[src/hw/rtl/wlcf_pkg.sv]
`timescale 1ns / 1ps

package wlcf_pkg;

  localparam int MAX_SIDE_DEF   = 256;
  localparam int MAX_RADIUS_DEF = 31;
  localparam int ELEV_BITS_DEF  = 16;

  localparam int COORD_W  = 8;
  localparam int HEIGHT_W = 16;
  localparam int CNT_W    = 12;
  localparam int FRAC_W   = 16;
  localparam int SIDE_W   = 9;
  localparam int RAD_W    = 5;

  localparam int APB_AW = 4;
  localparam int APB_DW = 32;

  localparam logic [1:0] REG_GRID_WIDTH  = 2'd0;
  localparam logic [1:0] REG_GRID_HEIGHT = 2'd1;
  localparam logic [1:0] REG_RADIUS      = 2'd2;

  localparam logic [SIDE_W-1:0] GRID_WIDTH_RST  = 9'd256;
  localparam logic [SIDE_W-1:0] GRID_HEIGHT_RST = 9'd256;
  localparam logic [RAD_W-1:0]  RADIUS_RST      = 5'd5;

  localparam logic CMD_WRITE = 1'b0;
  localparam logic CMD_QUERY = 1'b1;

  typedef struct packed {
    logic [SIDE_W-1:0] grid_width;
    logic [SIDE_W-1:0] grid_height;
    logic [RAD_W-1:0]  radius_cells;
  } cfg_t;

endpackage

[src/hw/rtl/wlcf_cfg.sv]
`timescale 1ns / 1ps

module wlcf_cfg (
  input  logic                        clk,
  input  logic                        rst_n,
  input  logic                        psel,
  input  logic                        penable,
  input  logic                        pwrite,
  input  logic [wlcf_pkg::APB_AW-1:0] paddr,
  input  logic [wlcf_pkg::APB_DW-1:0] pwdata,
  output logic [wlcf_pkg::APB_DW-1:0] prdata,
  output logic                        pready,
  output wlcf_pkg::cfg_t              cfg
);

  wlcf_pkg::cfg_t cfg_r;
  wlcf_pkg::cfg_t cfg_nxt;
  logic [1:0]     idx;
  logic           wr_en;

  assign idx    = paddr[wlcf_pkg::APB_AW-1:2];
  assign wr_en  = psel && penable && pwrite;
  assign pready = 1'b1;
  assign cfg    = cfg_r;

  always_comb begin
    cfg_nxt = cfg_r;
    if (wr_en) begin
      case (idx)
        wlcf_pkg::REG_GRID_WIDTH:  cfg_nxt.grid_width   = pwdata[wlcf_pkg::SIDE_W-1:0];
        wlcf_pkg::REG_GRID_HEIGHT: cfg_nxt.grid_height  = pwdata[wlcf_pkg::SIDE_W-1:0];
        wlcf_pkg::REG_RADIUS:      cfg_nxt.radius_cells = pwdata[wlcf_pkg::RAD_W-1:0];
        default: ;
      endcase
    end
  end

  always_comb begin
    case (idx)
      wlcf_pkg::REG_GRID_WIDTH:  prdata = wlcf_pkg::APB_DW'(cfg_r.grid_width);
      wlcf_pkg::REG_GRID_HEIGHT: prdata = wlcf_pkg::APB_DW'(cfg_r.grid_height);
      wlcf_pkg::REG_RADIUS:      prdata = wlcf_pkg::APB_DW'(cfg_r.radius_cells);
      default:                   prdata = '0;
    endcase
  end

  always_ff @(posedge clk) begin
    if (!rst_n) begin
      cfg_r.grid_width   <= wlcf_pkg::GRID_WIDTH_RST;
      cfg_r.grid_height  <= wlcf_pkg::GRID_HEIGHT_RST;
      cfg_r.radius_cells <= wlcf_pkg::RADIUS_RST;
    end else begin
      cfg_r <= cfg_nxt;
    end
  end

endmodule

[config.mk]
export PLATFORM = sky130hd
export DESIGN_NAME = wlcf_cfg
export DESIGN_NICKNAME = d
export VERILOG_FILES = /design/src/hw/rtl/wlcf_pkg.sv /design/src/hw/rtl/wlcf_cfg.sv
export SDC_FILE = /design/constraint.sdc
export NUM_CORES = 1
export LEC_CHECK = 0
export BUFFER_PORTS_ARGS = -buffer_cell sky130_fd_sc_hd__buf_2
export CAP_MARGIN = 10
export CORE_MARGIN = 2
export CORE_UTILIZATION = 40
export DETAILED_ROUTE_END_ITERATION = 8
export MAX_ROUTING_LAYER = met4
export PLACE_DENSITY_LB_ADDON = 0.05
export SETUP_SLACK_MARGIN = 0.02
export SYNTH_ARGS = -nofsm -noshare
export SYNTH_HDL_FRONTEND = slang
export SYNTH_SLANG_ARGS = --single-unit
[constraint.sdc]
create_clock -name clk -period 1.2 [get_ports clk]
set_input_delay 0.06 -clock clk [delete_from_list [all_inputs] [get_ports clk]]
set_output_delay 0.06 -clock clk [all_outputs]
set_load 0.005 [all_outputs]
==> impl_metrics.tcl <==
set metrics [dict create \
    outcome "finished clean" \
    post-route-period-util 0.896 \
    drt-initial-drc-count 30 \
    vias_per_cell 4.33 \
    start_util 0.421 \
    critPathMaxFanout 3 \
    clkPwrFrac 0.274 \
    fp.coreArea_sq_um 3050 \
    clk_latency_ns 0.31 \
    ant_nets 0 \
    finalNonFillerCells 240 \
    ios 97 \
    drc 0 \
    ys_warn_count 0 \
    setup_tns_ns 0 \
    cp-end-kind "output port" \
    ir_worst_vdd_uv 483 \
    min_path_type "in -> reg" \
    rsz0062_at_grt "false" \
    cap_viol_max_count 0 \
    dp_cells 232 \
    syn_area_per_cell_sq_um 8.99 \
    final_area_sq_um 1560 \
    largest_reg_flops 23 \
    syn_inst 143 \
    design.die.area_sq_um 3680 \
    post_dp_cell_area_sq_um 1490 \
    area_growth_pct 21.2 \
    grt_antenna_before_repair 0 \
    wl_per_cell_um 11.3 \
    die_w_um 60.7 \
    clock_sinks 23 \
    p_int_w 0.000984 \
    power_density_nw_per_um2 856 \
    grt_pass1_vias 913 \
    final_nets 238 \
    cts_tree "done" \
    drtPass1Iterations 4 \
    clockBufferDepth 2 \
    comb_power_share 0.139 \
    cts_max_level 1 \
    grt_start_max_net_pins 33 \
    fmax_mhz 930 \
    num_antenna_cells 0 \
    period_minus_slack_ns 1.07 \
    totalWireLength_um 2700 \
    setup_viol 0 \
    grt_pass1_wl_um 4170 \
    grt_usage 0.156 \
    seq_power_share 0.586 \
    ys_types 18 \
    worstPathArrival_ns 1.01 \
    synth-seq-cells 23 \
    fill_cells 333 \
    grt.overflow.total 0 \
    hold_viol 0 \
    dpl.hpwl_um 2000 \
    cts_made_buffers 3 \
    cts-root-buf "clkbuf_4" \
    rows 20 \
    io_buffer_count 47 \
    path_class "reg -> out" \
    clk_pin_slew_ns 0.13 \
    fin_skew_ns 0 \
    yosysSeqAreaShare 0.358 \
    slew_violations 0 \
    cts_setup_buffers 0 \
    switching_share 0.262 \
    finalPower_w 0.00133 \
    gp_congestion 0.683 \
    p_leak_nw 0.821 \
    critPathRequiredTime_ns 1.14 \
    worstSetupStartpointType "flop" \
    r2r_slack_ns 0.57 \
    synth.cell_area_sq_um 1280 \
    vias 1039 \
    drive_gt1_frac 0.337 \
    fp.dieH_um 60.7 \
    switchingPower_w 0.000349 \
]
cell type report:
cell class	instances	area [sq um]	share of cell area
Clock inverter	1	5.00	0.00321
Sequential cell	23	462	0.296
Tap cell	44	55.1	0.0353
Multi-Input combinational cell	107	651	0.418
Clock buffer	3	22.5	0.0145
Timing Repair Buffer	60	355	0.228
Inverter	2	7.51	0.00482
through the flow:
| step | setup WS [ns] | utilization | hold WS [ns] |
|---|---|---|---|
| final | 0.125 | 0.510 | 0.00652 |
| after global placement | 0.226 | 0.488 | 0.320 |
| after floorplan | 0.374 | - | 0.220 |
| after detailed placement | 0.201 | 0.488 | 0.329 |
| after global routing | 0.0349 | 0.510 | 0.00687 |
| after CTS | 0.101 | 0.510 | 0.00260 |
metal layers:
layer	global-route usage	wire length [um]	vias up
met5	-	0	-
met3	0.0213	172	4
li1	-	-	521
met1	0.205	1260	468
met2	0.240	1230	46
met4	0.0652	36	0
path summary, 6_finish.rpt:
kind	from	end	depth (start not counted)
setup / recovery	cfg[15]$_SDFFE_PN0P_	prdata[1]	3
hold / removal	pwdata[2]	cfg[2]$_SDFFE_PN1P_	3
setup reg to reg	cfg[10]$_SDFFE_PN0P_	cfg[10]$_SDFFE_PN0P_	2
hold reg to reg	cfg[6]$_SDFFE_PN0P_	cfg[6]$_SDFFE_PN0P_	2
cells by family after synthesis:
| logic type | Yosys count | share of synthesized area |
|---|---|---|
| other | 2 | 0.00584 |
| AO/OA/AOI/OAI | 7 | 0.0389 |
| multiplexers | 30 | 0.234 |
| AND/OR/NAND/NOR | 46 | 0.164 |
| flip-flops | 23 | 0.358 |
| buffers and inverters | 35 | 0.200 |
power by group through the flow:
stage / registers (W) / logic (W) / clock network (W)
after floorplan: 0.000799 / 0.000159 / 0
final: 0.000781 / 0.000186 / 0.000366
after CTS: 0.000782 / 0.000186 / 0.000382
after detailed placement: 0.000798 / 0.000176 / 0
after global routing: 0.000784 / 0.000208 / 0.000403
after global placement: 0.000798 / 0.000173 / 0
synthesized netlist by cell type:
master	count	share of area
and2_4	1	0.0068
and3_4	1	0.0088
buf_2	1	0.0039
buf_4	25	0.15
buf_6	4	0.035
clkbuf_1	3	0.0088
conb_1	2	0.0058
dfxtp_1	23	0.36
inv_1	2	0.0058
mux2i_1	30	0.23
nand2_1	32	0.093
nand3_1	2	0.0078
nand3b_1	1	0.0058
nor2_1	4	0.012
nor2b_1	4	0.019
nor3b_2	1	0.0097
o211ai_2	2	0.019
o21ai_1	5	0.019
timing repair:
item,CTS,global route
resized for setup,0,1
hold buffers,4,0
endpoints found under the hold margin,6,0
setup endpoints to repair,0,1
cell usage in the layout (no fill, tap or decap):
cell type      count
buf_2             47
nand2_1           32
mux2i_1           30
conb_1            24
dfxtp_1           22
buf_4              8
o21ai_1            5
nor2b_1            4
nor2_1             4
dlygate4sd3_1      4
clkbuf_4           3
inv_1              2
nand3_1            2
o211ai_2           2
and3_4             1
nand3b_1           1
and2_4             1
nor3b_2            1
dfxtp_2            1
clkinv_2           1
buf_12             1
critical path, stage by stage (launching register included):
cell and delay (ns):
dfxtp_1 0.37, mux2i_1 0.08, o21ai_1 0.12, buf_2 0.13
No activity file was read; power rests on OpenSTA's default activity.
