### src/hw/rtl/wlcf_pkg.sv
`timescale 1ns / 1ps

package wlcf_pkg;

  localparam int MAX_SIDE_DEF   = 256;
  localparam int MAX_RADIUS_DEF = 31;
  localparam int ELEV_BITS_DEF  = 16;

  localparam int COORD_W  = 8;
  localparam int HEIGHT_W = 16;
  localparam int CNT_W    = 12;
  localparam int FRAC_W   = 16;
  localparam int SIDE_W   = 9;
  localparam int RAD_W    = 5;

  localparam int APB_AW = 4;
  localparam int APB_DW = 32;

  localparam logic [1:0] REG_GRID_WIDTH  = 2'd0;
  localparam logic [1:0] REG_GRID_HEIGHT = 2'd1;
  localparam logic [1:0] REG_RADIUS      = 2'd2;

  localparam logic [SIDE_W-1:0] GRID_WIDTH_RST  = 9'd256;
  localparam logic [SIDE_W-1:0] GRID_HEIGHT_RST = 9'd256;
  localparam logic [RAD_W-1:0]  RADIUS_RST      = 5'd5;

  localparam logic CMD_WRITE = 1'b0;
  localparam logic CMD_QUERY = 1'b1;

  typedef struct packed {
    logic [SIDE_W-1:0] grid_width;
    logic [SIDE_W-1:0] grid_height;
    logic [RAD_W-1:0]  radius_cells;
  } cfg_t;

endpackage

### src/hw/rtl/wlcf_in_if.sv
`timescale 1ns / 1ps

interface wlcf_in_if;
  logic                          valid;
  logic                          ready;
  logic                          cmd;
  logic [wlcf_pkg::COORD_W-1:0]  col;
  logic [wlcf_pkg::COORD_W-1:0]  row;
  logic [wlcf_pkg::HEIGHT_W-1:0] height;

  modport source (output valid, cmd, col, row, height, input ready);
  modport sink (input valid, cmd, col, row, height, output ready);
endinterface

### src/hw/rtl/wlcf_out_if.sv
`timescale 1ns / 1ps

interface wlcf_out_if;
  logic                        valid;
  logic                        ready;
  logic [wlcf_pkg::CNT_W-1:0]  lower_count;
  logic [wlcf_pkg::CNT_W-1:0]  window_count;
  logic [wlcf_pkg::FRAC_W-1:0] lower_fraction;
  logic                        query_error;

  modport source (output valid, lower_count, window_count, lower_fraction, query_error,
                  input ready);
  modport sink (input valid, lower_count, window_count, lower_fraction, query_error,
                output ready);
endinterface

### src/hw/rtl/wlcf_scan.sv
`timescale 1ns / 1ps

module wlcf_scan #(
  parameter int MAX_SIDE   = wlcf_pkg::MAX_SIDE_DEF,
  parameter int MAX_RADIUS = wlcf_pkg::MAX_RADIUS_DEF,
  parameter int ELEV_BITS  = wlcf_pkg::ELEV_BITS_DEF,
  parameter int SW         = $clog2(MAX_SIDE)
) (
  input  logic                        clk,
  input  logic                        rst_n,
  input  wlcf_pkg::cfg_t              cfg,
  wlcf_in_if.sink                     in_ch,
  wlcf_out_if.source                  out_ch,
  output logic                        mem_we,
  output logic [2*SW-1:0]             mem_waddr,
  output logic [ELEV_BITS-1:0]        mem_wdata,
  output logic                        mem_re,
  output logic [2*SW-1:0]             mem_raddr,
  input  logic [ELEV_BITS-1:0]        mem_rdata,
  output logic                        div_start,
  input  logic                        div_done,
  output logic [wlcf_pkg::CNT_W-1:0]  div_num,
  output logic [wlcf_pkg::CNT_W-1:0]  div_den,
  input  logic [wlcf_pkg::FRAC_W-1:0] div_quot
);

  localparam int CW = wlcf_pkg::SIDE_W;
  localparam int NW = wlcf_pkg::CNT_W;

  typedef enum logic [6:0] {
    S_IDLE  = 7'b0000001,
    S_CTR   = 7'b0000010,
    S_SCAN  = 7'b0000100,
    S_DRAIN = 7'b0001000,
    S_DIVGO = 7'b0010000,
    S_DIVW  = 7'b0100000,
    S_FIN   = 7'b1000000
  } state_t;

  state_t                    state_r, state_nxt;
  logic [CW-1:0]             col_r, row_r, c0_r, c1_r, r1_r, ci_r, ri_r;
  logic [CW-1:0]             col_nxt, row_nxt, c0_nxt, c1_nxt, r1_nxt, ci_nxt, ri_nxt;
  logic [ELEV_BITS-1:0]      center_r;
  logic                      ctr_pend_r, cmp_pend_r;
  logic [NW-1:0]             lower_r, total_r, lower_nxt, total_nxt;
  logic                      err_r, err_nxt;
  logic                      out_valid_r, out_valid_nxt;
  logic [NW-1:0]             out_lower_r, out_total_r;
  logic [wlcf_pkg::FRAC_W-1:0] out_frac_r;
  logic                      out_err_r;
  logic                      load;

  logic [CW-1:0]             w, gh;
  logic [wlcf_pkg::RAD_W-1:0] r;
  logic [CW-1:0]             ic, ir, rr, col_hi, row_hi;
  logic                      in_grid, accept;

  always_comb begin
    if (cfg.grid_width == '0) begin
      w = CW'(1);
    end else if (32'(cfg.grid_width) > MAX_SIDE) begin
      w = CW'(MAX_SIDE);
    end else begin
      w = cfg.grid_width;
    end
    if (cfg.grid_height == '0) begin
      gh = CW'(1);
    end else if (32'(cfg.grid_height) > MAX_SIDE) begin
      gh = CW'(MAX_SIDE);
    end else begin
      gh = cfg.grid_height;
    end
    if (32'(cfg.radius_cells) > MAX_RADIUS) begin
      r = wlcf_pkg::RAD_W'(MAX_RADIUS);
    end else begin
      r = cfg.radius_cells;
    end
  end

  assign ic      = CW'(in_ch.col);
  assign ir      = CW'(in_ch.row);
  assign rr      = CW'(r);
  assign col_hi  = ic + rr;
  assign row_hi  = ir + rr;
  assign in_grid = (ic < w) && (ir < gh);
  assign in_ch.ready = (state_r == S_IDLE);
  assign accept  = in_ch.valid && in_ch.ready;

  assign mem_we    = accept && (in_ch.cmd == wlcf_pkg::CMD_WRITE) && in_grid;
  assign mem_waddr = {SW'(in_ch.row), SW'(in_ch.col)};
  assign mem_wdata = ELEV_BITS'(in_ch.height);
  assign mem_re    = (state_r == S_CTR) || (state_r == S_SCAN);
  assign mem_raddr = (state_r == S_CTR) ? {SW'(row_r), SW'(col_r)}
                                        : {SW'(ri_r), SW'(ci_r)};

  assign div_start = (state_r == S_DIVGO);
  assign div_num   = lower_r;
  assign div_den   = total_r;

  assign load = (state_r == S_FIN) && (!out_valid_r || out_ch.ready);

  always_comb begin
    state_nxt = state_r;
    col_nxt   = col_r;
    row_nxt   = row_r;
    c0_nxt    = c0_r;
    c1_nxt    = c1_r;
    r1_nxt    = r1_r;
    ci_nxt    = ci_r;
    ri_nxt    = ri_r;
    lower_nxt = lower_r;
    total_nxt = total_r;
    err_nxt   = err_r;
    if (cmp_pend_r) begin
      total_nxt = total_r + NW'(1);
      if (mem_rdata < center_r) begin
        lower_nxt = lower_r + NW'(1);
      end
    end
    case (state_r)
      S_IDLE: begin
        if (accept && (in_ch.cmd == wlcf_pkg::CMD_QUERY)) begin
          lower_nxt = '0;
          total_nxt = '0;
          col_nxt   = ic;
          row_nxt   = ir;
          ci_nxt    = (ic >= rr) ? ic - rr : '0;
          c0_nxt    = (ic >= rr) ? ic - rr : '0;
          ri_nxt    = (ir >= rr) ? ir - rr : '0;
          c1_nxt    = (col_hi < w) ? col_hi : w - CW'(1);
          r1_nxt    = (row_hi < gh) ? row_hi : gh - CW'(1);
          err_nxt   = !in_grid;
          state_nxt = in_grid ? S_CTR : S_FIN;
        end
      end
      S_CTR: begin
        state_nxt = S_SCAN;
      end
      S_SCAN: begin
        if (ci_r == c1_r) begin
          ci_nxt = c0_r;
          ri_nxt = ri_r + CW'(1);
          if (ri_r == r1_r) begin
            state_nxt = S_DRAIN;
          end
        end else begin
          ci_nxt = ci_r + CW'(1);
        end
      end
      S_DRAIN: begin
        state_nxt = S_DIVGO;
      end
      S_DIVGO: begin
        state_nxt = S_DIVW;
      end
      S_DIVW: begin
        if (div_done) begin
          state_nxt = S_FIN;
        end
      end
      S_FIN: begin
        if (load) begin
          state_nxt = S_IDLE;
        end
      end
      default: begin
        state_nxt = S_IDLE;
      end
    endcase
  end

  always_comb begin
    out_valid_nxt = out_valid_r;
    if (load) begin
      out_valid_nxt = 1'b1;
    end else if (out_ch.ready) begin
      out_valid_nxt = 1'b0;
    end
  end

  always_ff @(posedge clk) begin
    if (!rst_n) begin
      state_r     <= S_IDLE;
      ctr_pend_r  <= 1'b0;
      cmp_pend_r  <= 1'b0;
      out_valid_r <= 1'b0;
    end else begin
      state_r     <= state_nxt;
      ctr_pend_r  <= (state_r == S_CTR);
      cmp_pend_r  <= (state_r == S_SCAN);
      out_valid_r <= out_valid_nxt;
    end
  end

  always_ff @(posedge clk) begin
    col_r   <= col_nxt;
    row_r   <= row_nxt;
    c0_r    <= c0_nxt;
    c1_r    <= c1_nxt;
    r1_r    <= r1_nxt;
    ci_r    <= ci_nxt;
    ri_r    <= ri_nxt;
    lower_r <= lower_nxt;
    total_r <= total_nxt;
    err_r   <= err_nxt;
    if (ctr_pend_r) begin
      center_r <= mem_rdata;
    end
    if (load) begin
      out_err_r   <= err_r;
      out_lower_r <= err_r ? '0 : lower_r;
      out_total_r <= err_r ? '0 : total_r;
      out_frac_r  <= err_r ? '0 : div_quot;
    end
  end

  assign out_ch.valid          = out_valid_r;
  assign out_ch.lower_count    = out_lower_r;
  assign out_ch.window_count   = out_total_r;
  assign out_ch.lower_fraction = out_frac_r;
  assign out_ch.query_error    = out_err_r;

endmodule

### src/flat_wrapper.sv
// flat-port wrapper written by rule: the top's interface ports become plain ports
module wlcf_scan_flat 
#(
  parameter int MAX_SIDE   = wlcf_pkg::MAX_SIDE_DEF,
  parameter int MAX_RADIUS = wlcf_pkg::MAX_RADIUS_DEF,
  parameter int ELEV_BITS  = wlcf_pkg::ELEV_BITS_DEF,
  parameter int SW         = $clog2(MAX_SIDE)
)
  (clk, rst_n, cfg, mem_we, mem_waddr, mem_wdata, mem_re, mem_raddr, mem_rdata, div_start, div_done, div_num, div_den, div_quot, in_ch_valid, in_ch_cmd, in_ch_col, in_ch_row, in_ch_height, in_ch_ready, out_ch_valid, out_ch_lower_count, out_ch_window_count, out_ch_lower_fraction, out_ch_query_error, out_ch_ready);
  wlcf_in_if in_ch_i ();
  wlcf_out_if out_ch_i ();
  input  logic clk;
  input  logic rst_n;
  input  wlcf_pkg::cfg_t cfg;
  output logic mem_we;
  output logic [2*SW-1:0] mem_waddr;
  output logic [ELEV_BITS-1:0] mem_wdata;
  output logic mem_re;
  output logic [2*SW-1:0] mem_raddr;
  input  logic [ELEV_BITS-1:0] mem_rdata;
  output logic div_start;
  input  logic div_done;
  output logic [wlcf_pkg::CNT_W-1:0] div_num;
  output logic [wlcf_pkg::CNT_W-1:0] div_den;
  input  logic [wlcf_pkg::FRAC_W-1:0] div_quot;
  input wire logic [$bits(in_ch_i.valid)-1:0] in_ch_valid;
  input wire logic [$bits(in_ch_i.cmd)-1:0] in_ch_cmd;
  input wire logic [$bits(in_ch_i.col)-1:0] in_ch_col;
  input wire logic [$bits(in_ch_i.row)-1:0] in_ch_row;
  input wire logic [$bits(in_ch_i.height)-1:0] in_ch_height;
  output wire logic [$bits(in_ch_i.ready)-1:0] in_ch_ready;
  output wire logic [$bits(out_ch_i.valid)-1:0] out_ch_valid;
  output wire logic [$bits(out_ch_i.lower_count)-1:0] out_ch_lower_count;
  output wire logic [$bits(out_ch_i.window_count)-1:0] out_ch_window_count;
  output wire logic [$bits(out_ch_i.lower_fraction)-1:0] out_ch_lower_fraction;
  output wire logic [$bits(out_ch_i.query_error)-1:0] out_ch_query_error;
  input wire logic [$bits(out_ch_i.ready)-1:0] out_ch_ready;
  assign in_ch_i.valid = in_ch_valid;
  assign in_ch_i.cmd = in_ch_cmd;
  assign in_ch_i.col = in_ch_col;
  assign in_ch_i.row = in_ch_row;
  assign in_ch_i.height = in_ch_height;
  assign in_ch_ready = in_ch_i.ready;
  assign out_ch_valid = out_ch_i.valid;
  assign out_ch_lower_count = out_ch_i.lower_count;
  assign out_ch_window_count = out_ch_i.window_count;
  assign out_ch_lower_fraction = out_ch_i.lower_fraction;
  assign out_ch_query_error = out_ch_i.query_error;
  assign out_ch_i.ready = out_ch_ready;
  wlcf_scan #(.MAX_SIDE(MAX_SIDE), .MAX_RADIUS(MAX_RADIUS), .ELEV_BITS(ELEV_BITS), .SW(SW)) u_core (.clk(clk), .rst_n(rst_n), .cfg(cfg), .in_ch(in_ch_i), .out_ch(out_ch_i), .mem_we(mem_we), .mem_waddr(mem_waddr), .mem_wdata(mem_wdata), .mem_re(mem_re), .mem_raddr(mem_raddr), .mem_rdata(mem_rdata), .div_start(div_start), .div_done(div_done), .div_num(div_num), .div_den(div_den), .div_quot(div_quot));
endmodule
### config.mk
export PLATFORM = sky130hd
export DESIGN_NAME = wlcf_scan_flat
export DESIGN_NICKNAME = d
export VERILOG_FILES = /design/src/hw/rtl/wlcf_pkg.sv /design/src/hw/rtl/wlcf_in_if.sv /design/src/hw/rtl/wlcf_out_if.sv /design/src/hw/rtl/wlcf_scan.sv /design/src/flat_wrapper.sv
export SDC_FILE = /design/constraint.sdc
export NUM_CORES = 1
export LEC_CHECK = 0
export BUFFER_PORTS_ARGS = -buffer_cell sky130_fd_sc_hd__buf_2
export CAP_MARGIN = 20
export CORE_MARGIN = 8
export CORE_UTILIZATION = 50
export DETAILED_ROUTE_END_ITERATION = 12
export PLACE_DENSITY_LB_ADDON = 0.08
export SETUP_SLACK_MARGIN = 0.1
export SLEW_MARGIN = 15
export SYNTH_ARGS = -nofsm -noshare
export SYNTH_HDL_FRONTEND = slang
export SYNTH_SLANG_ARGS = --single-unit
### constraint.sdc
create_clock -name clk -period 3.45 [get_ports clk]
set_clock_uncertainty 0.1 [all_clocks]
set_input_delay 0.1725 -clock clk [delete_from_list [all_inputs] [get_ports clk]]
set_output_delay 0.1725 -clock clk [all_outputs]
set_load 0.005 [all_outputs]
==> reports/metrics.csv <==
stage,metric,value,unit
outcome,outcome,completed,
global_routing,grt_util_all_layers,19.5,%
floorplan,io_pins,211,
critical_path,path_cells,dlygate4sd3_1 -> buf_2 -> ha_2 -> nand2b_1 -> a21oi_1 -> nor2_2 -> xnor2_1 -> ha_1 -> nand4_1 -> a21oi_1 -> o311a_1 -> o22ai_2 -> mux2_2,
clock_network,cts.sink_count,153,
sta,fin_tns_setup,0,ns
routing,dr.pass1.iters,5,
min_path,holdPathStages,1,
synth,synth_flop_cell,sky130_fd_sc_hd__edfxtp_1,
power,swShare,27.8,%
sta,worst_pin_slew,0.894,ns
power,power.density,497,mW/mm^2
global_routing,number_of_antenna_violations_at_the_first_check_in_global_routing,0,
global_routing,grt_first_pass_wirelength,37.0,mm
min_path,worst_hold_path.endpoint,u_core.row_r[6]$_DFFE_PP_,
synth,syn_area_per_cell,10.1,um^2
placement,port_buffers,178,
sta,timing_max_transition_violations_final,0,
critical_path,r2r_start,u_core.center_r[9]$_DFFE_PP_,
sta,period_minus_slack,3.24,ns
min_path,min_delay_path_class,input port to register,
routing,postRouteWirelength,22.9,mm
critical_path,startpoint_type,input port,
sta,timing.slew.headroom,40.0,%
power,vdd.ir_drop.worst,342,uV
floorplan,design.core.area,0.0185,mm^2
critical_path,r2r_cells,9,
final_layout,layout_common_cells,"sky130_fd_sc_hd__buf_2 (178), sky130_fd_sc_hd__edfxtp_1 (119), sky130_fd_sc_hd__nand2_1 (111)",
placement,dp_slack,-0.203,ns
routing,detail_route.wl_per_cell,16.5,um
synth,synth-edff-count,119,
power,power_report.internal_total,4.14,mW
final_layout,utilization,62.4,%
power,share_comb_of_total_power,22.5,%
global_routing,largest_net_degree_at_the_start_of_global_routing,43,
floorplan,die_h,153,um
sta,final_hold_viol_count,0,
critical_path,cpMostUsedCell,sky130_fd_sc_hd__a21oi_1,
floorplan,die_width,153,um
placement,globalplace.congestion,0.847,
synth,netlist_instances,926,
clock_network,cts_max_level,4,
routing,detailroute.wirelength.met2,10.4,mm
global_routing,grt_pass1_vias,7272,
floorplan,die_area,0.0233,mm^2
critical_path,end_kind,register,
run,cap_violations,0,
critical_path,crit-reg2reg-capture,u_core.div_num[3]$_DFF_P_,
sta,timing.final.ws_setup,0.213,ns
clock_network,clk_latency,0.43,ns
routing,top_layer_used,met4,
critical_path,timing.reg2reg.setup_slack,0.86,ns
routing,route.met3.wl,1.22,mm
floorplan,number_of_placement_rows,50,
sta,unrepaired_setup_endpoints_after_global_routing,no,
power,switching_power,1.60,mW
final_layout,antenna_cells,0,
synth,ys_warn_count,0,
synth,synth_nets,1094,
clock_network,tritoncts,yes,
critical_path,critical-path-slowest-cell,sky130_fd_sc_hd__dlygate4sd3_1,
power,power,5.74,mW
min_path,min-delay-start,in_ch_row[6],
power,p_leak,4.99,nW
synth,synth-seq-cells,153,
sta,fin_crit_sh,93.8,%
floorplan,initial_core_util,50.3,%
clock_network,cts-root-to-sink-buffers,2,
critical_path,cp.arrival,3.32,ns
placement,dp_hpwl,16.9,mm
power,clock_group_share_of_total_power,36.4,%
final_layout,layoutNonFillerInstCount,1387,
clock_network,cts_root_buf,sky130_fd_sc_hd__clkbuf_16,
final_layout,drive_above_1_share,23.8,%
synth,synth_seq_area_share,45.6,%
synth,cell_variety_after_synth,60,
global_routing,grt_overflow_total,0,
critical_path,path_max_fanout,7,
power,power.share.sequential,41.1,%
clock_network,cts-buffers-inserted,17,
final_layout,layout-area-overhead-vs-synth,23.9,%
sta,setup_violations,0,
routing,route.detailed.drc,0,
synth,async_flop_share,0,%
sta,achievable-frequency,309,MHz
routing,detailedRoute.firstIterationViolations,387,
routing,detailroute.via_count,7304,
critical_path,critPathRequiredTime,3.53,ns
final_layout,most_common_library_cell_in_the_layout_ignoring_fill_and_taps,sky130_fd_sc_hd__buf_2,
synth,netlist_area,0.00932,mm^2
routing,post_drt_via_cell_ratio,5.27,
critical_path,cpPeakStageDelay,0.53,ns
routing,antenna_left,0,
critical_path,worst-setup-path-type,input port to register,
routing,met1_length,11.0,mm
clock_network,clk_transition_reported_paths,0.06,ns
final_layout,fin_nets,1308,
placement,numPlacedInstances,1307,
registers in the layout, summed over array words and instances (netlist names), 7 cells and up:
name                          count
u_core.center_r                  16
u_core.state_r                    7
u_core.c0_r                       9
u_core.row_r                      8
u_core.col_r                      8
u_core.out_ch.lower_count        12
u_core.c1_r                       9
u_core.ri_r                       9
u_core.div_den                   12
u_core.ci_r                       9
u_core.div_num                   12
u_core.r1_r                       9
u_core.out_ch.lower_fraction     16
u_core.out_ch.window_count       12
logic make-up after synthesis:
| group | count (synthesis) | synth area share (%) |
|---|---|---|
| buffers and inverters | 118 | 6.16 |
| adder cells (fa/ha/maj) | 75 | 10.4 |
| AO/OA/AOI/OAI | 140 | 9.63 |
| flip-flops | 153 | 45.6 |
| AND/OR/NAND/NOR | 343 | 18.5 |
| multiplexers | 27 | 3.13 |
| XOR/XNOR | 70 | 6.58 |
worst max path at each step:
stage	startpoint	end	cells past startpoint
final	in_ch_col[2]	u_core.c1_r[3]$_DFFE_PP_	13
after global routing	cfg[0]	u_core.r1_r[6]$_DFFE_PP_	14
after CTS	in_ch_col[2]	u_core.c1_r[2]$_DFFE_PP_	13
after detailed placement	cfg[0]	u_core.r1_r[8]$_DFFE_PP_	14
after global placement	cfg[0]	u_core.r1_r[2]$_DFFE_PP_	14
after floorplan	cfg[2]	u_core.r1_r[0]$_DFFE_PP_	14
cell usage after synthesis (26+ instances only):
cell type,number,area (um^2)
sky130_fd_sc_hd__buf_4,34,255
sky130_fd_sc_hd__inv_1,54,203
sky130_fd_sc_hd__dfxtp_1,34,681
sky130_fd_sc_hd__xnor2_1,32,280
sky130_fd_sc_hd__nor2b_1,50,313
sky130_fd_sc_hd__clkbuf_1,26,97.6
sky130_fd_sc_hd__o21ai_0,38,190
sky130_fd_sc_hd__nor2_1,62,233
sky130_fd_sc_hd__nand3_1,26,130
sky130_fd_sc_hd__nand2_1,111,417
sky130_fd_sc_hd__xor2_1,38,333
sky130_fd_sc_hd__ha_1,71,888
sky130_fd_sc_hd__edfxtp_1,119,3570
sky130_fd_sc_hd__a21oi_1,35,175
layer usage:
| metal | vias up | track usage, % |
|---|---|---|
| met1 | 3358 | 25.7 |
| met3 | 16 | 4.68 |
| met2 | 229 | 31.6 |
| met5 | - | 0 |
| li1 | 3701 | - |
| met4 | 0 | 5.23 |
worst max-delay path, delay by kind of cell:
kind	cells	cell delay (ns)
compound gates	4	0.90
xor+xnor	1	0.22
fa+ha+maj	2	0.63
buf+inv	2	0.69
mux	1	0.37
simple gates	3	0.32
per-stage QoR:
stage / hold slack [ns] / instance area (um^2)
floorplan: 0.144 / 9320
global placement: 0.245 / 10400
detailed placement: 0.245 / 10400
CTS: 0.00178 / 11500
global route: 0.0161 / 11500
finish: 0.0331 / 11500
power groups by stage:
stage | sequential, mW | combinational [mW] | clock, mW
3_5_place_dp | 2.39 | 1.23 | 0
6_report | 2.36 | 1.29 | 2.09
4_1_cts | 2.36 | 1.29 | 2.14
5_1_grt | 2.37 | 1.44 | 2.21
3_3_place_gp | 2.39 | 1.22 | 0
2_1_floorplan | 2.37 | 0.804 | 0
area by class of cell:
cell class / count / area [um^2]
multi-input cells: 656 / 4530
inverters: 55 / 206
clock inverters: 12 / 210
well taps: 234 / 293
flip-flops and latches: 153 / 4250
fillers: 1554 / 6970
clock buffers: 20 / 457
repair buffers: 257 / 1600
what timing repair did:
action / CTS / global route
hold endpoints to repair: 48 / 0
hold buffers: 46 / 0
endpoints found under the setup margin: 0 / 14
gates resized for setup: 0 / 4
buffers inserted: 0 / 1
Power figures use the tool's default switching activity.
