==> src/hw/rtl/wlcf_pkg.sv <==
`timescale 1ns / 1ps

package wlcf_pkg;

  localparam int MAX_SIDE_DEF   = 256;
  localparam int MAX_RADIUS_DEF = 31;
  localparam int ELEV_BITS_DEF  = 16;

  localparam int COORD_W  = 8;
  localparam int HEIGHT_W = 16;
  localparam int CNT_W    = 12;
  localparam int FRAC_W   = 16;
  localparam int SIDE_W   = 9;
  localparam int RAD_W    = 5;

  localparam int APB_AW = 4;
  localparam int APB_DW = 32;

  localparam logic [1:0] REG_GRID_WIDTH  = 2'd0;
  localparam logic [1:0] REG_GRID_HEIGHT = 2'd1;
  localparam logic [1:0] REG_RADIUS      = 2'd2;

  localparam logic [SIDE_W-1:0] GRID_WIDTH_RST  = 9'd256;
  localparam logic [SIDE_W-1:0] GRID_HEIGHT_RST = 9'd256;
  localparam logic [RAD_W-1:0]  RADIUS_RST      = 5'd5;

  localparam logic CMD_WRITE = 1'b0;
  localparam logic CMD_QUERY = 1'b1;

  typedef struct packed {
    logic [SIDE_W-1:0] grid_width;
    logic [SIDE_W-1:0] grid_height;
    logic [RAD_W-1:0]  radius_cells;
  } cfg_t;

endpackage

==> src/hw/rtl/wlcf_div.sv <==
`timescale 1ns / 1ps

module wlcf_div (
  input  logic                        clk,
  input  logic                        rst_n,
  input  logic                        start,
  input  logic [wlcf_pkg::CNT_W-1:0]  num,
  input  logic [wlcf_pkg::CNT_W-1:0]  den,
  output logic                        done,
  output logic [wlcf_pkg::FRAC_W-1:0] quot
);

  localparam int STEP_W = $clog2(wlcf_pkg::FRAC_W + 1);

  logic                        busy_r;
  logic [STEP_W-1:0]           cnt_r;
  logic [wlcf_pkg::CNT_W-1:0]  rem_r;
  logic [wlcf_pkg::CNT_W-1:0]  den_r;
  logic [wlcf_pkg::FRAC_W-1:0] quot_r;
  logic [wlcf_pkg::CNT_W:0]    rem2;
  logic                        ge;

  assign rem2 = {rem_r, 1'b0};
  assign ge   = rem2 >= {1'b0, den_r};
  assign done = busy_r && (cnt_r == STEP_W'(1));
  assign quot = quot_r;

  always_ff @(posedge clk) begin
    if (!rst_n) begin
      busy_r <= 1'b0;
      cnt_r  <= '0;
    end else if (start) begin
      busy_r <= 1'b1;
      cnt_r  <= STEP_W'(wlcf_pkg::FRAC_W);
    end else if (busy_r) begin
      cnt_r <= cnt_r - STEP_W'(1);
      if (cnt_r == STEP_W'(1)) begin
        busy_r <= 1'b0;
      end
    end
  end

  always_ff @(posedge clk) begin
    if (start) begin
      rem_r  <= num;
      den_r  <= den;
      quot_r <= '0;
    end else if (busy_r) begin
      rem_r  <= ge ? wlcf_pkg::CNT_W'(rem2 - {1'b0, den_r}) : rem2[wlcf_pkg::CNT_W-1:0];
      quot_r <= {quot_r[wlcf_pkg::FRAC_W-2:0], ge};
    end
  end

endmodule

==> config.mk <==
export PLATFORM = sky130hd
export DESIGN_NAME = wlcf_div
export DESIGN_NICKNAME = d
export VERILOG_FILES = /design/src/hw/rtl/wlcf_pkg.sv /design/src/hw/rtl/wlcf_div.sv
export SDC_FILE = /design/constraint.sdc
export NUM_CORES = 1
export LEC_CHECK = 0
export ABC_AREA = 1
export BUFFER_PORTS_ARGS = -buffer_cell sky130_fd_sc_hd__buf_4
export CORE_ASPECT_RATIO = 1.5
export CORE_MARGIN = 10
export CORE_UTILIZATION = 61
export CTS_CLUSTER_DIAMETER = 80
export DETAILED_ROUTE_END_ITERATION = 7
export PLACE_DENSITY = 0.93
export RECOVER_POWER = 25
export SYNTH_ARGS = -nofsm -noshare
export SYNTH_HDL_FRONTEND = slang
export SYNTH_SLANG_ARGS = --single-unit
==> constraint.sdc <==
create_clock -name clk -period 5 [get_ports clk]
set_clock_uncertainty 0.15 [all_clocks]
set_input_delay 1 -clock clk [delete_from_list [all_inputs] [get_ports clk]]
set_output_delay 1 -clock clk [all_outputs]
set_load 0.03 [all_outputs]
==> flow_metrics.env, run 1 <==
export IMPL_synth_common_cells="nand2_1 (80), inv_1 (57), edfxtp_1 (24), nand3_1 (24), nor2_1 (23)"
export IMPL_track_usage_pct=18.2
export IMPL_rows=29
export IMPL_syn_avg_cell_area_um2=8.03
export IMPL_p_per_area_nw_per_um2=352
export IMPL_die_w_um=73.8
export IMPL_synth_compound_area_share_pct=7.27
export IMPL_worst_slew_pin_slew_ns=1.19
export IMPL_yosysWarnings=0
export IMPL_area_growth_pct=16.3
export IMPL_viasPerCell=5.68
export IMPL_synth_top_cell_area_share_pct=27.2
export IMPL_holdWs_ns=0.350
export IMPL_drive_gt1_share_pct=21.3
export IMPL_synthCells=330
export IMPL_io_pins=44
export IMPL_synth_top_family_by_area="simple AND/OR/NAND/NOR gates"
export IMPL_status="finished, final reports clean"
export IMPL_path_delay_family="buffers and inverters"
export IMPL_hp_class="register to register"
export IMPL_synthXorXnorAreaFrac_pct=1.65
export IMPL_rsz0062_at_grt="false"
export IMPL_hold_viol=0
export IMPL_critPathCaptureType="register"
export IMPL_drt_iter0_markers=176
export IMPL_first_global_vias=2468
export IMPL_drtAntennaViolNets=0
export IMPL_cts_resized_gates=0
export IMPL_grt_max_degree=29
export IMPL_root_buffer="clkbuf_8"
export IMPL_ys_flop_type="edfxtp_1"
export IMPL_synth_edf_count=24
export IMPL_cts_htree_levels=2
export IMPL_clock_latency_ns=0.30
export IMPL_synth_fa_ha_area_share_pct=7.37
export IMPL_p_leak_uw=0.00151
export IMPL_yosysSeqAreaShare_pct=43.8
export IMPL_hold_buffers=0
export IMPL_reg2reg_depth=9
export IMPL_r2r_start="rem_r[0]"
export IMPL_start_util_pct=63.0
export IMPL_setup_viol=0
export IMPL_synth_area_leaders="edfxtp_1 (27%), dfxtp_1 (17%), nand2_1 (11%)"
export IMPL_timing_final_crit_share_pct=67.7
export IMPL_slowest_stage="nand2_1"
export IMPL_crit_type="primary input to register"
export IMPL_wl_mm=6.42
export IMPL_drc=0
export IMPL_tns_ns=0
export IMPL_dp_hpwl_mm=4.66
export IMPL_slew_headroom_pct=20.9
export IMPL_synthDistinctLibCells=33
export IMPL_yosys_area_share_simple_pct=28.6
export IMPL_syn_area_um2=2650
export IMPL_finalMaxSlewViolations=0
export IMPL_reg2reg_slack_ns=2.60
export IMPL_crit_buf_inv=2
export IMPL_synth_most_common_cell="nand2_1"
export IMPL_die_area_um2=7440
export IMPL_period_needed_ns=3.39
export IMPL_clkSinkCount=46
export IMPL_grt_antenna_before_repair=0
export IMPL_routed_via_count=2395
export IMPL_post_cts_setup_buffers=0
export IMPL_ir_worst_vdd_v=0.000336
export IMPL_core_area_um2=4210
export IMPL_async_flop_share_pct=0
export IMPL_drtPass1Iterations=5
export IMPL_max_freq_mhz=295
export IMPL_tritoncts="built"
export IMPL_globalRouteOverflowTotal=0
export IMPL_cp_required_ns=4.77
export IMPL_cp_arrival_ns=3.16
export IMPL_wire_per_inst_um=15.2
export IMPL_cp_cell_sequence="clkbuf_1, inv_2, nand2_1"
export IMPL_die_h_um=101
export IMPL_synthMuxAreaShare_pct=0
export IMPL_ys_seq_elements=46
export IMPL_clock_path_buffers=2
export IMPL_max_cap_violations=0
export IMPL_portBuffers=43
export IMPL_grt_pass1_wl_mm=11.0
export IMPL_layout_nets=417
export IMPL_dp_cells=414
export IMPL_crit_path_max_incr_delay_ns=0.91
export IMPL_startpoint_type="primary input"
export IMPL_synth_area_leader_cell="edfxtp_1"
export IMPL_r2r_end="rem_r[7]"
export IMPL_whs_endpoint="quot[7]"
export IMPL_routabilityCongestion=0.838
export IMPL_hold_path_depth=2
export IMPL_hold_path_startpoint="quot[7]"
export IMPL_cts_buffers=5
export IMPL_utilization_pct=73.2
export IMPL_diodes=0
export IMPL_syn_num_nets=372
export IMPL_cts_reportedPaths_clkPinSlew_ns=0.08
export IMPL_worst_path_max_fanout=28
export IMPL_stdcell_count=422
how the worst max path moves through the flow:
stage	endpoint	cells past startpoint	start	slack (ns)
CTS	rem_r[1]	3	start	2.46
detailed placement	quot[1]	4	start	2.14
finish	rem_r[2]	3	start	1.61
global route	quot[1]	4	start	1.33
global placement	rem_r[2]	3	start	2.24
floorplan	rem_r[0]	3	start	2.67
registers in the layout, indices dropped and copies added, names as in the netlist:
register	count
cnt_r	5
busy_r	1
den_r	12
rem_r	12
quot	16
layout make-up:
cell class,count,area [um^2]
Multi-Input combinational cell,209,1190
Sequential cell,46,1160
Fill cell,272,1130
Timing Repair Buffer,43,319
Inverter,70,263
Clock buffer,7,86.3
Tap cell,46,57.6
Clock inverter,1,5.00
logic make-up after synthesis:
| family | count (synthesis) |
|---|---|
| AND/OR/NAND/NOR | 159 |
| flip-flops | 46 |
| AO/OA/AOI/OAI | 30 |
| XOR/XNOR | 5 |
| buffers and inverters | 75 |
| adder cells (fa/ha/maj) | 15 |
where the power goes:
part,leakage (uW),internal (uW),switching [uW]
Combinational,0.00105,144,250
Clock,0.0000482,112,121
Sequential,0.000418,439,19.7
Total,0.00151,695,391
cell usage in the layout, fill, tap and decap left out, drive strengths merged, types with 2 or more instances in the layout:
cell type / n
inv: 68
clkbuf: 20
dfxtp: 22
xnor2: 3
nand4: 12
nand2: 87
buf: 30
clkinv: 3
ha: 14
nor2: 26
nand3: 32
edfxtp: 24
a21oi: 6
xor2: 2
o22ai: 14
o21ai: 6
layer usage:
metal  GRT usage, %  share of wire (%)  vias up
met3           4.24                5.6       14
met4           7.63                2.3        0
met1           19.8                 37     1137
met5              0                  0        -
li1               -                  -     1150
met2           32.1                 55       94
metrics by stage:
step / cell area [um^2] / worst slack, ns / power (uW)
6_report: 3080 / 1.61 / 1090
5_1_grt: 3080 / 1.33 / 1150
4_1_cts: 3090 / 2.46 / 1080
3_5_place_dp: 2990 / 2.14 / 851
3_3_place_gp: 2990 / 2.24 / 836
2_1_floorplan: 2650 / 2.67 / 772
tightest hold or removal path: stages (launching register included):
cell	delay, ns
dfxtp_1	0.32
inv_1	0.06
o22ai_1	0.07
Power figures use the tool's default switching activity.
==> run 2: changes to the inputs <==
--- a/config.mk
+++ b/config.mk
@@ -5,14 +5,14 @@
 export SDC_FILE = /design/constraint.sdc
 export NUM_CORES = 1
 export LEC_CHECK = 0
-export ABC_AREA = 1
+export ABC_AREA = 0
 export BUFFER_PORTS_ARGS = -buffer_cell sky130_fd_sc_hd__buf_4
 export CORE_ASPECT_RATIO = 1.5
 export CORE_MARGIN = 10
-export CORE_UTILIZATION = 61
+export CORE_UTILIZATION = 50
 export CTS_CLUSTER_DIAMETER = 80
 export DETAILED_ROUTE_END_ITERATION = 7
-export PLACE_DENSITY = 0.93
+export PLACE_DENSITY = 0.84
 export RECOVER_POWER = 25
 export SYNTH_ARGS = -nofsm -noshare
 export SYNTH_HDL_FRONTEND = slang
==> constraint.sdc (replaced) <==
create_clock -name clk -period 2.7 [get_ports clk]
set_clock_uncertainty 0.15 [all_clocks]
set_input_delay 0.54 -clock clk [delete_from_list [all_inputs] [get_ports clk]]
set_output_delay 0.54 -clock clk [all_outputs]
set_load 0.03 [all_outputs]
==> flow_metrics.env, run 2 <==
export IMPL_status="finished, final reports clean"
export IMPL_synth_area_leader_cell="edfxtp_1"
export IMPL_yosysWarnings=0
export IMPL_globalRouteOverflowTotal=0
export IMPL_start_util_pct=51.3
export IMPL_wl_mm=4.90
export IMPL_tns_ns=0
export IMPL_hold_buffers=0
export IMPL_p_per_area_nw_per_um2=703
export IMPL_p_leak_uw=0.00126
export IMPL_ys_seq_elements=46
export IMPL_synth_most_common_cell="nor2_1"
export IMPL_hp_class="primary input to register"
export IMPL_ir_worst_vdd_v=0.000375
export IMPL_async_flop_share_pct=0
export IMPL_reg2reg_depth=7
export IMPL_synth_top_cell_area_share_pct=29.4
export IMPL_synth_common_cells="nor2_1 (32), edfxtp_1 (24), dfxtp_1 (22), inv_1 (17), mux2i_1 (16)"
export IMPL_drtAntennaViolNets=0
export IMPL_area_growth_pct=19.8
export IMPL_internal_power_uw=1410
export IMPL_p_comb_share_pct=35.0
export IMPL_synth_edf_count=24
export IMPL_synth_area_leaders="edfxtp_1 (29%), dfxtp_1 (18%), ha_1 (7.2%)"
export IMPL_grt_max_degree=54
export IMPL_track_usage_pct=12.4
export IMPL_clock_latency_ns=0.30
export IMPL_core_area_um2=4770
export IMPL_max_cap_violations=0
export IMPL_cts_buffers=5
export IMPL_drt_iter0_markers=97
export IMPL_drive_gt1_share_pct=24.7
export IMPL_holdWs_ns=0.283
export IMPL_max_freq_mhz=395
export IMPL_finalMaxSlewViolations=0
export IMPL_hold_viol=0
export IMPL_syn_area_um2=2450
export IMPL_layout_nets=320
export IMPL_synthDistinctLibCells=45
export IMPL_cp_arrival_ns=2.44
export IMPL_wire_per_inst_um=14.2
export IMPL_syn_avg_cell_area_um2=10.5
export IMPL_pwr_share_seq_pct=42.4
export IMPL_post_cts_setup_buffers=0
export IMPL_dp_cells=337
export IMPL_cts_reportedPaths_clkPinSlew_ns=0.09
export IMPL_dp_hpwl_mm=3.76
export IMPL_period_needed_ns=2.53
export IMPL_rsz0062_at_grt="false"
export IMPL_yosysSeqAreaShare_pct=47.4
export IMPL_hold_path_depth=1
export IMPL_drtPass1Iterations=4
export IMPL_setup_viol=0
export IMPL_root_buffer="clkbuf_8"
export IMPL_die_h_um=106
export IMPL_startpoint_type="register"
export IMPL_layout_common_cells="nor2_1 (32), buf_4 (32), edfxtp_1 (24)"
export IMPL_routabilityCongestion=0.853
export IMPL_stdcell_count=345
export IMPL_tritoncts="built"
export IMPL_die_area_um2=8150
export IMPL_cts_htree_levels=2
export IMPL_grt_pass1_wl_mm=8.48
export IMPL_synthCells=234
export IMPL_grt_antenna_before_repair=0
export IMPL_diodes=0
export IMPL_largest_register_ff_count=16
export IMPL_worst_path_max_fanout=8
export IMPL_crit_type="register to register"
export IMPL_switchingPower_uw=646
export IMPL_cp_required_ns=2.60
export IMPL_syn_num_nets=276
export IMPL_swShare_pct=31.4
export IMPL_first_global_vias=1944
export IMPL_die_w_um=77.1
export IMPL_clkPwrFrac_pct=22.6
export IMPL_io_pins=44
export IMPL_timing_final_crit_share_pct=93.9
export IMPL_critPathCaptureType="register"
export IMPL_total_power_uw=2060
export IMPL_viasPerCell=5.24
export IMPL_ys_flop_type="edfxtp_1"
export IMPL_worst_slew_pin_slew_ns=1.05
export IMPL_clock_path_buffers=2
export IMPL_portBuffers=43
export IMPL_routed_via_count=1807
export IMPL_slew_headroom_pct=29.7
export IMPL_rows=31
export IMPL_drc=0
export IMPL_cts_resized_gates=0
export IMPL_clkSinkCount=46
## run 2: area by class of cell
cell class | instances | area (um^2)
Multi-Input combinational cell | 163 | 1180
Inverter | 17 | 63.8
Timing Repair Buffer | 45 | 335
Sequential cell | 46 | 1160
Fill cell | 393 | 1840
Clock buffer | 6 | 93.8
Clock inverter | 2 | 10.0
Tap cell | 66 | 82.6
## run 2: final timing paths
kind	startpoint	endpoint	slack (ns)
max reg2reg	rem_r[5]	rem_r[8]	0.17
min	den[1]	den_r[1]	0.28
min reg2reg	cnt_r[1]	cnt_r[1]	0.36
max	rem_r[5]	rem_r[8]	0.17
## run 2: critical path: stages (launching register included)
cell and delay [ns]:
edfxtp_1 0.40, ha_1 0.39, a211o_1 0.30, a21oi_2 0.16
a21bo_1 0.18, and3_4 0.27, nor2_1 0.10, a221o_1 0.35
## run 2: kinds of logic (layout without fill, tap and decap cells)
group / Yosys count / in the layout / share of synthesized area (%)
XOR/XNOR: 12 / 12 / 4.29
AO/OA/AOI/OAI: 40 / 40 / 11.0
adder cells (fa/ha/maj): 15 / 15 / 7.98
flip-flops: 46 / 46 / 47.4
AND/OR/NAND/NOR: 73 / 73 / 15.4
multiplexers: 23 / 23 / 9.76
buffers and inverters: 25 / 70 / 4.14
## run 2: through the flow
stage | setup slack [ns] | area, um^2 | util [%]
2_1_floorplan | 0.283 | 2450 | -
3_3_place_gp | 0.244 | 2830 | 59.3
3_5_place_dp | 0.195 | 2830 | 59.3
4_1_cts | 0.185 | 2930 | 61.5
5_1_grt | 0.0350 | 2930 | 61.4
6_report | 0.165 | 2930 | 61.4
## run 2: power groups by stage
| stage | clock network (uW) | logic (uW) | registers [uW] |
|---|---|---|---|
| detailed placement | 0 | 720 | 893 |
| CTS | 480 | 723 | 877 |
| global placement | 0 | 697 | 888 |
| global route | 508 | 802 | 887 |
| floorplan | 0 | 576 | 880 |
| finish | 466 | 720 | 875 |
## run 2: metal layers
| layer | global-route usage [%] | vias to the layer above | wire length (um) |
|---|---|---|---|
| met4 | 5.89 | 0 | 116 |
| li1 | - | 909 | - |
| met5 | 0 | - | 0 |
| met3 | 4.76 | 11 | 361 |
| met2 | 22.1 | 41 | 2500 |
| met1 | 12.4 | 846 | 1920 |
==> run 3: changes to the inputs <==
--- a/config.mk
+++ b/config.mk
@@ -9,10 +9,11 @@
 export BUFFER_PORTS_ARGS = -buffer_cell sky130_fd_sc_hd__buf_4
 export CORE_ASPECT_RATIO = 1.5
 export CORE_MARGIN = 10
-export CORE_UTILIZATION = 50
+export CORE_UTILIZATION = 45
 export CTS_CLUSTER_DIAMETER = 80
 export DETAILED_ROUTE_END_ITERATION = 7
-export PLACE_DENSITY = 0.84
+export GPL_ROUTABILITY_DRIVEN = 1
+export PLACE_DENSITY = 0.77
 export RECOVER_POWER = 25
 export SYNTH_ARGS = -nofsm -noshare
 export SYNTH_HDL_FRONTEND = slang
==> flow_metrics.env, run 3 (synthesis gave the netlist of run 2 again) <==
export IMPL_status="finished, final reports clean"
export IMPL_finalMaxSlewViolations=0
export IMPL_drtAntennaViolNets=0
export IMPL_timing_final_crit_share_pct=94.4
export IMPL_cts_reportedPaths_clkPinSlew_ns=0.09
export IMPL_worst_path_max_fanout=6
export IMPL_core_area_um2=5200
export IMPL_drt_iter0_markers=63
export IMPL_portBuffers=43
export IMPL_globalRouteOverflowTotal=0
export IMPL_clock_path_buffers=2
export IMPL_p_per_area_nw_per_um2=705
export IMPL_max_freq_mhz=392
export IMPL_cts_htree_levels=2
export IMPL_io_pins=44
export IMPL_viasPerCell=5.23
export IMPL_diodes=0
export IMPL_grt_max_degree=54
export IMPL_track_usage_pct=11.6
export IMPL_crit_type="register to register"
export IMPL_switchingPower_uw=646
export IMPL_pwr_share_seq_pct=42.1
export IMPL_root_buffer="clkbuf_8"
export IMPL_hold_viol=0
export IMPL_ir_worst_vdd_v=0.000418
export IMPL_grt_pass1_wl_mm=8.38
export IMPL_layout_common_cells="nor2_1 (32), buf_4 (32), edfxtp_1 (24)"
export IMPL_start_util_pct=47.0
export IMPL_cp_arrival_ns=2.45
export IMPL_critPathCaptureType="register"
export IMPL_die_h_um=110
export IMPL_wire_per_inst_um=14.4
export IMPL_internal_power_uw=1420
export IMPL_routed_via_count=1816
export IMPL_cts_buffers=5
export IMPL_period_needed_ns=2.55
export IMPL_max_cap_violations=0
export IMPL_clkSinkCount=46
export IMPL_holdWs_ns=0.283
export IMPL_clock_latency_ns=0.30
export IMPL_clkPwrFrac_pct=22.8
export IMPL_first_global_vias=1905
export IMPL_worst_slew_pin_slew_ns=1.07
export IMPL_largest_register_ff_count=16
export IMPL_hp_class="primary input to register"
export IMPL_layout_nets=320
export IMPL_cp_required_ns=2.60
export IMPL_swShare_pct=31.3
export IMPL_post_cts_setup_buffers=0
export IMPL_drive_gt1_share_pct=24.0
export IMPL_wl_mm=5.01
export IMPL_area_growth_pct=19.8
export IMPL_routabilityCongestion=0.866
export IMPL_hold_buffers=0
export IMPL_p_leak_uw=0.00126
export IMPL_drtPass1Iterations=4
export IMPL_die_area_um2=8850
export IMPL_rsz0062_at_grt="false"
export IMPL_drc=0
export IMPL_slew_headroom_pct=28.4
export IMPL_setup_viol=0
export IMPL_rows=32
export IMPL_die_w_um=80.2
export IMPL_dp_hpwl_mm=3.76
export IMPL_tritoncts="built"
export IMPL_cts_resized_gates=0
export IMPL_p_comb_share_pct=35.0
export IMPL_grt_antenna_before_repair=0
export IMPL_startpoint_type="register"
export IMPL_tns_ns=0
run 3: changes by cell type in the layout (fill, tap and decap cells not counted):
cell,before,now
clkbuf_1,0,2
clkinv_2,2,0
run 3: final cells by class:
class	count	area (um^2)
fill	458	2270
multi-input combinational	163	1180
sequential	46	1160
timing repair buffer	45	335
clock buffer	8	101
tap	68	85.1
inverter	17	63.8
run 3: layer usage:
layer / vias up / part of all wire, % / global-route usage [%] / wire (um)
met5: - / 0 / 0 / 0
li1: 912 / - / - / -
met3: 7 / 8.1 / 5.02 / 407
met4: 0 / 1.6 / 4.29 / 78
met1: 850 / 39 / 11.2 / 1970
met2: 47 / 51 / 21.3 / 2560
run 3: path summary, 6_finish.rpt:
kind / startpoint / endpoint / slack [ns] / cells past startpoint
min: den[7] / den_r[7] / 0.28 / 1
max: rem_r[5] / rem_r[2] / 0.15 / 7
min reg2reg: quot[15] / quot[15] / 0.36 / 2
max reg2reg: rem_r[5] / rem_r[2] / 0.15 / 7
run 3: critical path, cell delays in order, from the launching register on:
cell and delay (ns):
edfxtp_1 0.41, ha_1 0.39, a211o_1 0.29, a21oi_2 0.17
a21bo_1 0.18, nand3_2 0.15, mux2_2 0.31, mux2_2 0.25
run 3: per-stage QoR:
stage	area (um^2)	util, %	cells	setup slack [ns]	power, uW
final	2930	56.3	347	0.152	2070
after global routing	2930	56.3	347	0.0351	2190
after CTS	2930	56.4	347	0.148	2080
after detailed placement	2830	54.4	339	0.159	1610
after global placement	2830	54.4	339	0.214	1590
after floorplan	2450	-	234	0.283	1460
run 3: power groups by stage:
| stage | clock, uW | combinational (uW) | sequential [uW] |
|---|---|---|---|
| after floorplan | 0 | 576 | 880 |
| after global routing | 502 | 808 | 878 |
| after global placement | 0 | 705 | 883 |
| final | 472 | 724 | 870 |
| after detailed placement | 0 | 727 | 886 |
| after CTS | 482 | 731 | 870 |
